<file path="config.mk">
export PLATFORM = sky130hd
export DESIGN_NAME = lcsl_ram
export DESIGN_NICKNAME = d
export VERILOG_FILES = /design/src/hdl/lcsl_ram.sv
export SDC_FILE = /design/constraint.sdc
export NUM_CORES = 1
export LEC_CHECK = 0
export BUFFER_PORTS_ARGS = -buffer_cell sky130_fd_sc_hd__buf_2
export CAP_MARGIN = 20
export CORE_ASPECT_RATIO = 0.6
export CORE_MARGIN = 10
export CORE_UTILIZATION = 45
export CTS_BUF_LIST = sky130_fd_sc_hd__clkbuf_8
export DETAILED_ROUTE_END_ITERATION = 10
export GPL_TIMING_DRIVEN = 1
export PLACE_DENSITY = 0.57
export SYNTH_ARGS = -nofsm -noshare
export SYNTH_HDL_FRONTEND = slang
export SYNTH_SLANG_ARGS = --single-unit
</file>
<file path="constraint.sdc">
create_clock -name clk -period 2.8 [get_ports clk]
set_input_delay 0.42 -clock clk [delete_from_list [all_inputs] [get_ports clk]]
set_output_delay 0.42 -clock clk [all_outputs]
set_load 0.01 [all_outputs]
</file>
<file path="src/hdl/lcsl_ram.sv">
// Simple dual-port synchronous RAM with registered read.
`default_nettype none

module lcsl_ram #(
    parameter int WIDTH = 8,
    parameter int DEPTH = 64,
    parameter int AW    = (DEPTH > 1) ? $clog2(DEPTH) : 1
) (
    input  wire logic             clk,
    input  wire logic             we,
    input  wire logic [AW-1:0]    waddr,
    input  wire logic [WIDTH-1:0] wdata,
    input  wire logic             re,
    input  wire logic [AW-1:0]    raddr,
    output logic      [WIDTH-1:0] rdata
);

    logic [WIDTH-1:0] mem [DEPTH];

    // Write port.
    always_ff @(posedge clk)
    begin
        if (we)
        begin
            mem[waddr] <= wdata;
        end
    end

    // Read port; returns the old contents on a same-address write.
    always_ff @(posedge clk)
    begin
        if (re)
        begin
            rdata <= mem[raddr];
        end
    end

endmodule

`default_nettype wire

</file>
**Word level (Yosys, flattened, before mapping)**

Memory sizes are Yosys's and may differ from the RTL's. A register that Yosys moved wholly into a read port is not among the register bits.
Cells that the tools add are included.

- Bits in registers: 0
- Bits in writable memories: 512
- Memories kept: 1

Memories:

| memory | depth | width | read ports | clocked after memory_dff | wr ports | RTL line | RTL |
|---|---|---|---|---|---|---|---|
| mem | 64 | 8 | 1 | 1 | 1 | 18 | `logic [WIDTH-1:0] mem [DEPTH];` |

- Multiplexer cells: 2

Operators with widths:

| operator | count |
|---|---|
| 1-bit two-way mux | 2 |

**Depth between registers and ports, before layout**

- Depth after elaboration: 2
- Mapped depth: 9
- Gate-level depth less buffers: 5

**Worst setup path before layout**

OpenSTA, ideal clock, no wires.

- Kind: input-to-reg
- Start point: input port raddr[1]
- End point: register rdata[3] (read register of mem) (data pin)
- Setup time: 0.266 ns
- Arrival: 1.960 ns
- Required time: 2.534 ns
- Slack: 0.574 ns
- Stages on the path: 7
- Cells stage by stage: buf_4 > buf_2 > buf_2 > mux4_2 > mux4_2 > o21ai_1 > o41ai_1

RTL lines:

| element | RTL line | RTL |
|---|---|---|
| start: declaration | 14 | `input wire logic [AW-1:0] raddr,` |
| end: declaration | 15 | `output logic [WIDTH-1:0] rdata` |

==> metrics.cfg <==
[status]
status=completed

[cts]
cts_tree=done
cts_resized=0
clkSinkCount=520
cts.clk_slew.worst_paths_ns=0.07
postCtsHoldBufs=0
cts_root_buf=clkbuf_8
cts_buffer_depth=3
htree_levels=3
cts_setup_buffers=0
cts_made_buffers=76
clock_latency_ns=0.63

[synth]
avgSynthCellArea_um2=21.5
synth-edff-count=520
yosys.area_share.xor_xnor_pct=0
synth_top_family_by_area=multiplexers
synth.yosys.seq_area_share_pct=77.1
syn_nets=963
yosys_warnings=0
synth_fa_ha_area_share_pct=0
synth_seq_cells=520
synthMuxAreaShare_pct=15.9
syn-cell-area_um2=20200
synth_compound_area_share_pct=2.06
synth-async-reset-ratio_pct=0
synth_cell_types=39
ys.flop_type=edfxtp_1
synthSimpleGateAreaFrac_pct=3.37
synthCells=940

[timing]
tightest_slew_ns=0.822
rsz0062_at_grt=false
finalHoldViolations=0
finalHoldWorstSlack_ns=0.174
slew_viol_final=0
fin_setup_tns_ns=0
finalSetupViolCount=0
maxSlewHeadroom_pct=45.2
period_minus_slack_ns=2.28
max_freq_mhz=438
fin_skew_ns=0.0261
fin_crit_sh_pct=81.5

[route]
drt_first_pass_iters=6
drcViolationCount=0
drt-vias-per-instance=5.78
wl_per_cell_um=28.3
ant_nets=0
wl_mm=50.0
drt_iter0_markers=1117
vias=10200

[global_routing]
grt_max_degree=43
met1_usage_pct=28.3
grt_pass1_vias=10300
grt.busiest_layer=met1
antenna_found_initial=0
grt_overflow_total=0
grt_pass1_wl_mm=72.9
grt.total_usage_pct=18.7
met3_usage_pct=6.70
grt_use_met2_pct=25.2

[final_layout]
fillers=3532
layout_commonest_cell=edfxtp_1
syn_to_final_growth_pct=14.7
seq_area_um2=15600
drive_gt1_share_pct=32.8
multi_input_area_um2=4320
n_antenna_cell=0
nets=1143
layout_common_cells=520 x edfxtp_1, 126 x mux4_2, 116 x buf_4, 83 x nor2_1, 79 x clkbuf_8

[setup_path]
cp-end-kind=flop
worstPathRequired_ns=3.17
cp-start-kind=flop
r2r-start=mem[29][6]
setup.worst_path.class=reg2reg
r2r_setup_slack_ns=0.52
rr_worst_depth=5
worstPathArrival_ns=2.65
path_max_fanout=1
rr_endpoint=rdata[6]

[floorplanning]
num_io_pins=31
core_um2=44700
die_h_um=184
row_count=60
fp.dieW_um=294
die_area_um2=54200
start_util_pct=45.3

[worst_hold_path]
hold_class=in2reg
holdPathStages=1
min_from=re
holdPathEnd=rdata[6]

[power_and_ir_drop]
p_leak_uw=0.00754
ir_drop_mv=0.460
power_density_nw_per_um2=649

[run]
drv_cap=0

[placed_design]
place_congestion=0.823
io_buffers=30
hpwl_mm=32.6

worst max-delay path, stage by stage, from the launching register on:
cell,delay [ns]
edfxtp_1,0.37
mux4_2,0.49
mux2_2,0.31
o221a_2,0.32
nor3_1,0.39
o32ai_1,0.15
flip-flops by register name, summed over array words and instances (netlist names):
register  count
mem         512
rdata         8
routing by layer:
| metal | vias to the layer above | share of wire [%] |
|---|---|---|
| met3 | 53 | 11 |
| met2 | 458 | 42 |
| met5 | - | 0 |
| li1 | 4313 | - |
| met1 | 5383 | 46 |
| met4 | 0 | 1.5 |
worst max-delay path by stage:
stage	from	endpoint	slack [ns]	cells past startpoint
after floorplan	raddr[1]	rdata[3]	0.57	7
after global placement	raddr[0]	rdata[6]	0.05	6
after detailed placement	raddr[0]	rdata[6]	0.02	6
after CTS	mem[24][6]	rdata[6]	0.48	5
after global routing	mem[24][6]	rdata[6]	0.48	5
final	mem[29][6]	rdata[6]	0.52	5
metrics by stage:
stage          worst slack, ns  instances  total power (µW)  utilization, %  cell area [µm²]
2_1_floorplan            0.574        940              9270               -            20200
5_1_grt                  0.485       1767             15600            52.0            23200
4_1_cts                  0.477       1767             15200            52.0            23200
3_5_place_dp            0.0199       1631              9710            49.0            21900
6_report                 0.518       1767             15100            52.0            23200
3_3_place_gp            0.0528       1631              9700            49.0            21900
power by group:
| group | total (µW) | internal [µW] | leakage (µW) | switching [µW] |
|---|---|---|---|---|
| Sequential | 8650 | 8630 | 0.00469 | 21.6 |
| Combinational | 886 | 349 | 0.00207 | 537 |
| Clock | 5530 | 2690 | 0.000778 | 2840 |
Yosys cell counts, drive strengths merged (8+ instances only):
cell type	instances	share of area (%)
edfxtp	520	77
nand3	13	0.32
mux2i	23	1.1
nor2b	14	0.43
o22ai	8	0.25
nor2	83	1.5
buf	34	1.2
mux2	13	0.72
o221ai	8	0.35
clkbuf	17	0.32
nand2	19	0.35
mux4	126	14
layout make-up:
cell class | instances | area share, %
Timing Repair Buffer | 153 | 5.17
Clock buffer | 78 | 4.62
Multi-Input combinational cell | 369 | 18.6
Clock inverter | 58 | 1.18
Tap cell | 589 | 3.17
Sequential cell | 520 | 67.3
kinds of logic (layout without fill, tap and decap cells):
group,after synthesis,in the layout
AND/OR/NAND/NOR,153,153
flip-flops,520,520
multiplexers,162,162
buffers and inverters,51,289
AO/OA/AOI/OAI,54,54
(Power assumes the default switching activity.)
