--- src/hdl/lcsl_pkg.sv ---
// Shared types, constants and codes of the LRU cache set lookup unit.
`default_nettype none

package lcsl_pkg;

    // Geometry of the tag store.
    localparam int NUM_SETS = 64;
    localparam int MAX_WAYS = 8;
    localparam int TAG_BITS = 20;

    // Derived widths.
    localparam int SET_BITS = (NUM_SETS > 1) ? $clog2(NUM_SETS) : 1;
    localparam int WAY_BITS = (MAX_WAYS > 1) ? $clog2(MAX_WAYS) : 1;
    localparam int AGE_W    = WAY_BITS;
    localparam int FILL_W   = $clog2(MAX_WAYS + 1);

    // Fixed field widths of the ports.
    localparam int SET_IN_W = 6;
    localparam int WAYS_W   = 4;
    localparam int MEM_W    = 2;

    // Configuration port.
    localparam int ADDR_W      = 3;
    localparam int DATA_W      = 32;
    localparam int CFG_WAYS_IDX = 0;
    localparam logic [ADDR_W-1:0] CFG_WAYS_ADDR = ADDR_W'(4 * CFG_WAYS_IDX);
    localparam logic [WAYS_W-1:0] WAYS_RESET    = WAYS_W'(8);

    // Memory access counts reported per transfer.
    localparam logic [MEM_W-1:0] MEM_NONE = 2'd0;
    localparam logic [MEM_W-1:0] MEM_ONE  = 2'd1;
    localparam logic [MEM_W-1:0] MEM_TWO  = 2'd2;

    // One line of a set.
    typedef struct packed {
        logic [TAG_BITS-1:0] tag;
        logic                valid;
        logic                dirty;
        logic [AGE_W-1:0]    age;
    } line_t;

    // One memory row holds a whole set plus its fill count.
    typedef struct packed {
        logic [FILL_W-1:0]          fill;
        line_t [MAX_WAYS-1:0]       ways;
    } set_row_t;

    localparam int ROW_BITS = $bits(set_row_t);

    // Access request as held in the lookup stage.
    typedef struct packed {
        logic [TAG_BITS-1:0] tag;
        logic                alloc;
        logic                wr;
    } access_t;

    // Result of one access.
    typedef struct packed {
        logic             hit;
        logic [MEM_W-1:0] mem;
    } result_t;

endpackage

`default_nettype wire

--- src/hdl/lcsl_update.sv ---
// Hit detection, replacement choice and LRU update of one set row.
`default_nettype none

module lcsl_update (
    input  wire lcsl_pkg::set_row_t          row_in,
    input  wire lcsl_pkg::access_t           acc,
    input  wire logic [lcsl_pkg::FILL_W-1:0] assoc,
    output lcsl_pkg::set_row_t               row_out,
    output lcsl_pkg::result_t                res
);
    import lcsl_pkg::*;

    logic                hit_found;
    logic [WAY_BITS-1:0] hit_idx;
    logic                free_found;
    logic [WAY_BITS-1:0] free_idx;
    logic                vic_found;
    logic [WAY_BITS-1:0] vic_idx;
    logic [AGE_W-1:0]    oldest;

    // Tag match: the first valid way that holds the tag.
    always_comb
    begin
        hit_found = 1'b0;
        hit_idx   = '0;
        for (int w = 0; w < MAX_WAYS; w++)
        begin
            if (!hit_found && row_in.ways[w].valid && row_in.ways[w].tag == acc.tag)
            begin
                hit_found = 1'b1;
                hit_idx   = WAY_BITS'(w);
            end
        end
    end

    // First free way, usable only while the set is below its associativity.
    always_comb
    begin
        free_found = 1'b0;
        free_idx   = '0;
        for (int w = 0; w < MAX_WAYS; w++)
        begin
            if (!free_found && !row_in.ways[w].valid)
            begin
                free_found = 1'b1;
                free_idx   = WAY_BITS'(w);
            end
        end
        if (row_in.fill >= assoc)
        begin
            free_found = 1'b0;
        end
    end

    // Victim: the first valid way with the highest age.
    always_comb
    begin
        vic_found = 1'b0;
        vic_idx   = '0;
        oldest    = '0;
        for (int w = 0; w < MAX_WAYS; w++)
        begin
            if (row_in.ways[w].valid && (!vic_found || row_in.ways[w].age > oldest))
            begin
                vic_found = 1'b1;
                vic_idx   = WAY_BITS'(w);
                oldest    = row_in.ways[w].age;
            end
        end
    end

    // New row contents and the access count.
    always_comb
    begin
        logic [WAY_BITS-1:0] slot;
        logic                grow;
        logic                evict_dirty;
        logic [AGE_W-1:0]    hit_age;

        row_out     = row_in;
        res.hit     = 1'b0;
        res.mem     = MEM_ONE;
        slot        = '0;
        grow        = 1'b0;
        evict_dirty = 1'b0;
        hit_age     = row_in.ways[hit_idx].age;

        if (hit_found)
        begin
            // Lines more recent than the hit line move back by one.
            for (int w = 0; w < MAX_WAYS; w++)
            begin
                if (row_in.ways[w].valid && row_in.ways[w].age < hit_age)
                begin
                    row_out.ways[w].age = row_in.ways[w].age + 1'b1;
                end
            end
            row_out.ways[hit_idx].age = '0;
            if (acc.wr)
            begin
                row_out.ways[hit_idx].dirty = 1'b1;
            end
            res.hit = 1'b1;
            res.mem = MEM_NONE;
        end
        else if (acc.alloc)
        begin
            if (free_found)
            begin
                slot = free_idx;
                grow = 1'b1;
            end
            else if (vic_found)
            begin
                slot        = vic_idx;
                evict_dirty = row_in.ways[vic_idx].dirty;
            end
            else
            begin
                // An empty set takes way 0 as a free way.
                slot = '0;
                grow = 1'b1;
            end

            // Every other valid line ages by one.
            for (int w = 0; w < MAX_WAYS; w++)
            begin
                if (row_in.ways[w].valid)
                begin
                    row_out.ways[w].age = row_in.ways[w].age + 1'b1;
                end
            end
            row_out.ways[slot].valid = 1'b1;
            row_out.ways[slot].tag   = acc.tag;
            row_out.ways[slot].dirty = acc.wr;
            row_out.ways[slot].age   = '0;
            if (grow)
            begin
                row_out.fill = row_in.fill + 1'b1;
            end
            res.mem = evict_dirty ? MEM_TWO : MEM_ONE;
        end
    end

endmodule

`default_nettype wire

--- config.mk ---
export PLATFORM = sky130hd
export DESIGN_NAME = lcsl_update
export DESIGN_NICKNAME = d
export VERILOG_FILES = /design/src/hdl/lcsl_pkg.sv /design/src/hdl/lcsl_update.sv
export SDC_FILE = /design/constraint.sdc
export NUM_CORES = 1
export LEC_CHECK = 0
export BUFFER_PORTS_ARGS = -buffer_cell sky130_fd_sc_hd__buf_2
export CORE_AREA = 3 3 168 170
export DETAILED_ROUTE_END_ITERATION = 7
export DIE_AREA = 0 0 171 173
export PLACE_DENSITY_LB_ADDON = 0.12
export SLEW_MARGIN = 30
export SYNTH_ARGS = -nofsm -noshare
export SYNTH_HDL_FRONTEND = slang
export SYNTH_SLANG_ARGS = --single-unit
--- constraint.sdc ---
create_clock -name vclk -period 26.9
set_input_delay 6.725 -clock vclk [all_inputs]
set_output_delay 6.725 -clock vclk [all_outputs]
set_load 0.01 [all_outputs]
After elaboration in Yosys (flattened, before gate mapping) --
Index checks and enable logic that the tools add are counted.
Operators by class: equality and inequality tests 8, $add $sub $neg 9, reductions and logical operators 73, order comparisons 21, mux-type cells 136
Operator list (number):
- bitwise mux 200 bit | 6
- demux 25 bit (select 3 bit) | 6
- 2-to-1 mux 200 bit | 2
- 2-to-1 mux 3 bit | 71
- 2-to-1 mux 204 bit | 1
- == test 20 bit | 8
- binary-select mux 25 bit (select 3 bit) | 2
- logical AND 1 bit | 39
- 2-to-1 mux 1 bit | 37
- zero test 1 bit | 27
- 2-to-1 mux 25 bit | 1
- adder 3 x 1 -> 3 bit (second input constant) | 8
- less-than comparator 3 bit | 8
- greater-than comparator 3 bit | 7
- 2-to-1 mux 4 bit | 5
- less-than comparator 3 x 4 -> 1 bit (second input constant) | 3
- 2-to-1 mux 2 bit | 4
- logical OR 1 bit | 7
- greater-or-equal comparator 3 x 1 -> 1 bit (second input constant) | 2
- 2-to-1 mux 5 bit | 1
- adder 4 x 1 -> 4 bit (second input constant) | 1
- greater-or-equal comparator 4 bit | 1
Word-level totals: input bits 230, register bits 0, logic and storage cells 247, output and inout bits 207

Longest topological paths before layout --
depth in word-level cells 43, mapped depth 57, gate-level depth less buffers 52

Worst setup path before layout --
No wires, ideal clock.
kind input to output, start in row_in[4] in the netlist's numbering, end out row_out[57] in the netlist's numbering, data arrival time 16752 ps, buffers on the path 4, slack 3423 ps, required time 20175 ps, stages on the path 51, cell sequence buf_2 clkbuf_1 nand2_1 ha_1 nor2b_1 o21ai_0 a31oi_1 nand2_1 o21ai_0 inv_1 ha_1 nor2b_1 o21a_1 o311ai_0 mux2_2 inv_1 ha_1 nor2b_1 [... 15 more ...] mux2_2 ha_1 o21ai_0 nand2b_1 a32oi_1 o21ai_0 ha_1 nor2b_1 o21ai_0 a32oi_1 o21ai_0 o311a_1 o22ai_2 nand3_1 or3_1 clkbuf_1 buf_1 mux2_2
RTL lines:
- start: declaration | RTL line lcsl_update.sv:5 | input wire lcsl_pkg::set_row_t row_in,
- end: declaration | RTL line lcsl_update.sv:8 | output lcsl_pkg::set_row_t row_out,

==> reports/metrics.yaml <==
setup_tns_ps: 0
rsz0062_at_grt: "false"
hold_path.class: "input pin to output pin"
postCtsSetupBuffers: 0
ys_warn_count: 0
finalWirelength_mm: 45.22
endpoint_kind: "output pin"
first_iter_violations: 506
finalCriticalPeriod_ps: 25460
finalCritPeriodShare: 0.9464
io_buffers: 437
die_area_um2: 29580
worstSetupPathType: "input pin to output pin"
max_freq_mhz: 39.28
grt_use_total: 0.2865
start_kind: "input pin"
maxSlewHeadroom: 0.3757
grt_pass1_vias: 10220
areaGrowthSynthToFinish_pct: 29.07
drc: 0
cp_slowest_stage_delay_ps: 760
gp_congestion: 0.9615
hold_buffers: 0
syn_area_um2: 7915
critPathLaunch: "row_in[4]"
ir_worst_vdd_uv: 21.28
cp.arrival_ps: 18730
postSynthAreaPerCell_um2: 7.481
fill_cells: 2962
required_ps: 20170
wire_per_inst_um: 25.62
rows: 60
powerDensity_nw_per_um2: 29.16
start_util: 0.2945
critPathTopFamily: "compound AO/OA/AOI/OAI gates"
design_area_um2: 10220
die_y_um: 173
nClkBuffers: 0
p_leak_uw: 0.004539
grt_pass1_wl_mm: 65.39
setup_violations: 0
synth.distinct_cells: 73
slowest_stage: "or3_2"
drt-vias-per-instance: 5.708
crit_buf_inv: 5
core_um2: 26880
nets: 1704
grt-ovfl-total: 0
hp-start: "row_in[203]"
dieWidth_um: 171
hpwl_mm: 37.32
cp_max_fo: 23
slew_viol_final: 0
syn-num-nets: 1339
pin_count: 437
ys_seq_area_frac: 0
hold_viol: 0
final-seq-area_um2: 0
nFlopsAndLatches: 0
via_count: 10070
outcome: "complete, no violations"
maxCapViolCount: 0
drt_pre_antenna_iters: 7
multiInputGateArea_um2: 7396
antenna_found_initial: 12
synthCells: 1058
tightest_slew_ps: 936.5
drive_gt1_frac: 0.4518
cpMostUsedCell: "o21ai_0"
grt_max_degree: 27
cts_resized: 0
placed_cell_area_um2: 10200
ant_nets: 0
[final timing paths]
kind	slack, ps	cells past startpoint	to
worst max-delay path	1440	51	row_out[50]
worst min-delay path	13740	3	row_out[203]
[per-stage QoR]
step	total power, uW	std cells	utilization	setup WS (ps)	hold slack, ps
global placement	294.4	1762	0.3795	1670	13740
detailed placement	294.7	1762	0.3797	1318	13740
finish	297.9	1765	0.3801	1443	13740
CTS	296.2	1762	0.3797	1285	13740
floorplan	185.8	1058	-	3423	13540
global route	319.3	1764	0.3800	786.6	13770
[Yosys cell counts, drive strengths merged, types with 4 or more instances]
| master | number | area share |
|---|---|---|
| nor4b | 6 | 0.0066 |
| nor3 | 18 | 0.011 |
| nor2 | 43 | 0.020 |
| nor3b | 6 | 0.0057 |
| o211ai | 10 | 0.0095 |
| inv | 41 | 0.019 |
| nand2 | 66 | 0.031 |
| a31oi | 10 | 0.0087 |
| nand3 | 35 | 0.022 |
| ha | 51 | 0.081 |
| or3 | 5 | 0.0040 |
| a22oi | 5 | 0.0047 |
| o21ai | 51 | 0.032 |
| xor2 | 33 | 0.037 |
| a32oi | 5 | 0.0065 |
| o22ai | 8 | 0.0071 |
| clkbuf | 41 | 0.019 |
| or4 | 9 | 0.0095 |
| and3 | 10 | 0.0079 |
| a21oi | 33 | 0.021 |
| buf | 38 | 0.027 |
| a21o | 6 | 0.0057 |
| and4 | 5 | 0.0055 |
| mux2i | 19 | 0.024 |
| nor4 | 24 | 0.023 |
| or2 | 10 | 0.0079 |
| nand4b | 5 | 0.0055 |
| nor2b | 18 | 0.014 |
| o31ai | 5 | 0.0054 |
| nand4 | 66 | 0.052 |
| nand2b | 9 | 0.0071 |
| and2 | 5 | 0.0040 |
| mux2 | 172 | 0.24 |
| o21a | 8 | 0.0076 |
| o311a | 4 | 0.0051 |
| xnor2 | 136 | 0.15 |
[kinds of logic (layout without fill, tap and decap cells)]
logic type / count (synthesis) / in the layout / synth area share
AO/OA/AOI/OAI: 178 / 178 / 0.1502
multiplexers: 191 / 191 / 0.2687
buffers and inverters: 122 / 485 / 0.06718
other: 0 / 3 / 0
XOR/XNOR: 169 / 169 / 0.1870
adder cells (fa/ha/maj): 51 / 51 / 0.08062
AND/OR/NAND/NOR: 347 / 347 / 0.2463
[tightest hold or removal path: cells and delay by family]
family                 cells  cell delay, ps
XOR/XNOR                   1              60
buffers and inverters      2             230
[cell usage in the layout, fill, tap and decap left out, drive strengths merged, types with 8 or more instances in the layout]
cell	instances
and3	10
a21oi	33
mux2i	19
nor2b	18
nand2b	9
xor2	33
buf	442
inv	41
a31oi	10
mux2	172
nand3	35
o22ai	8
ha	51
nor4	24
nor2	43
or2	10
o21a	8
xnor2	136
nand4	66
o21ai	51
o211ai	10
nor3	18
or4	9
nand2	66
[routing by layer]
metal | global-route usage | vias up | share of wire
li1 | - | 4673 | -
met1 | 0.3484 | 4843 | 0.40
met2 | 0.5170 | 452 | 0.50
met3 | 0.04847 | 88 | 0.066
met4 | 0.07512 | 18 | 0.031
met5 | 0 | - | 0.0024
[power breakdown]
group          internal (uW)  switching, uW  leakage (uW)
registers                  0              0             0
logic                    127            171       0.00454
clock network      0.0000149              0  0.0000000190
[cell type report]
type               count  share of cell area
diodes                 3           0.0007348
inverters             43             0.01580
multi-input cells    936              0.7239
well taps            341             0.04176
repair buffers       442              0.2178
Power figures use the tool's default switching activity.
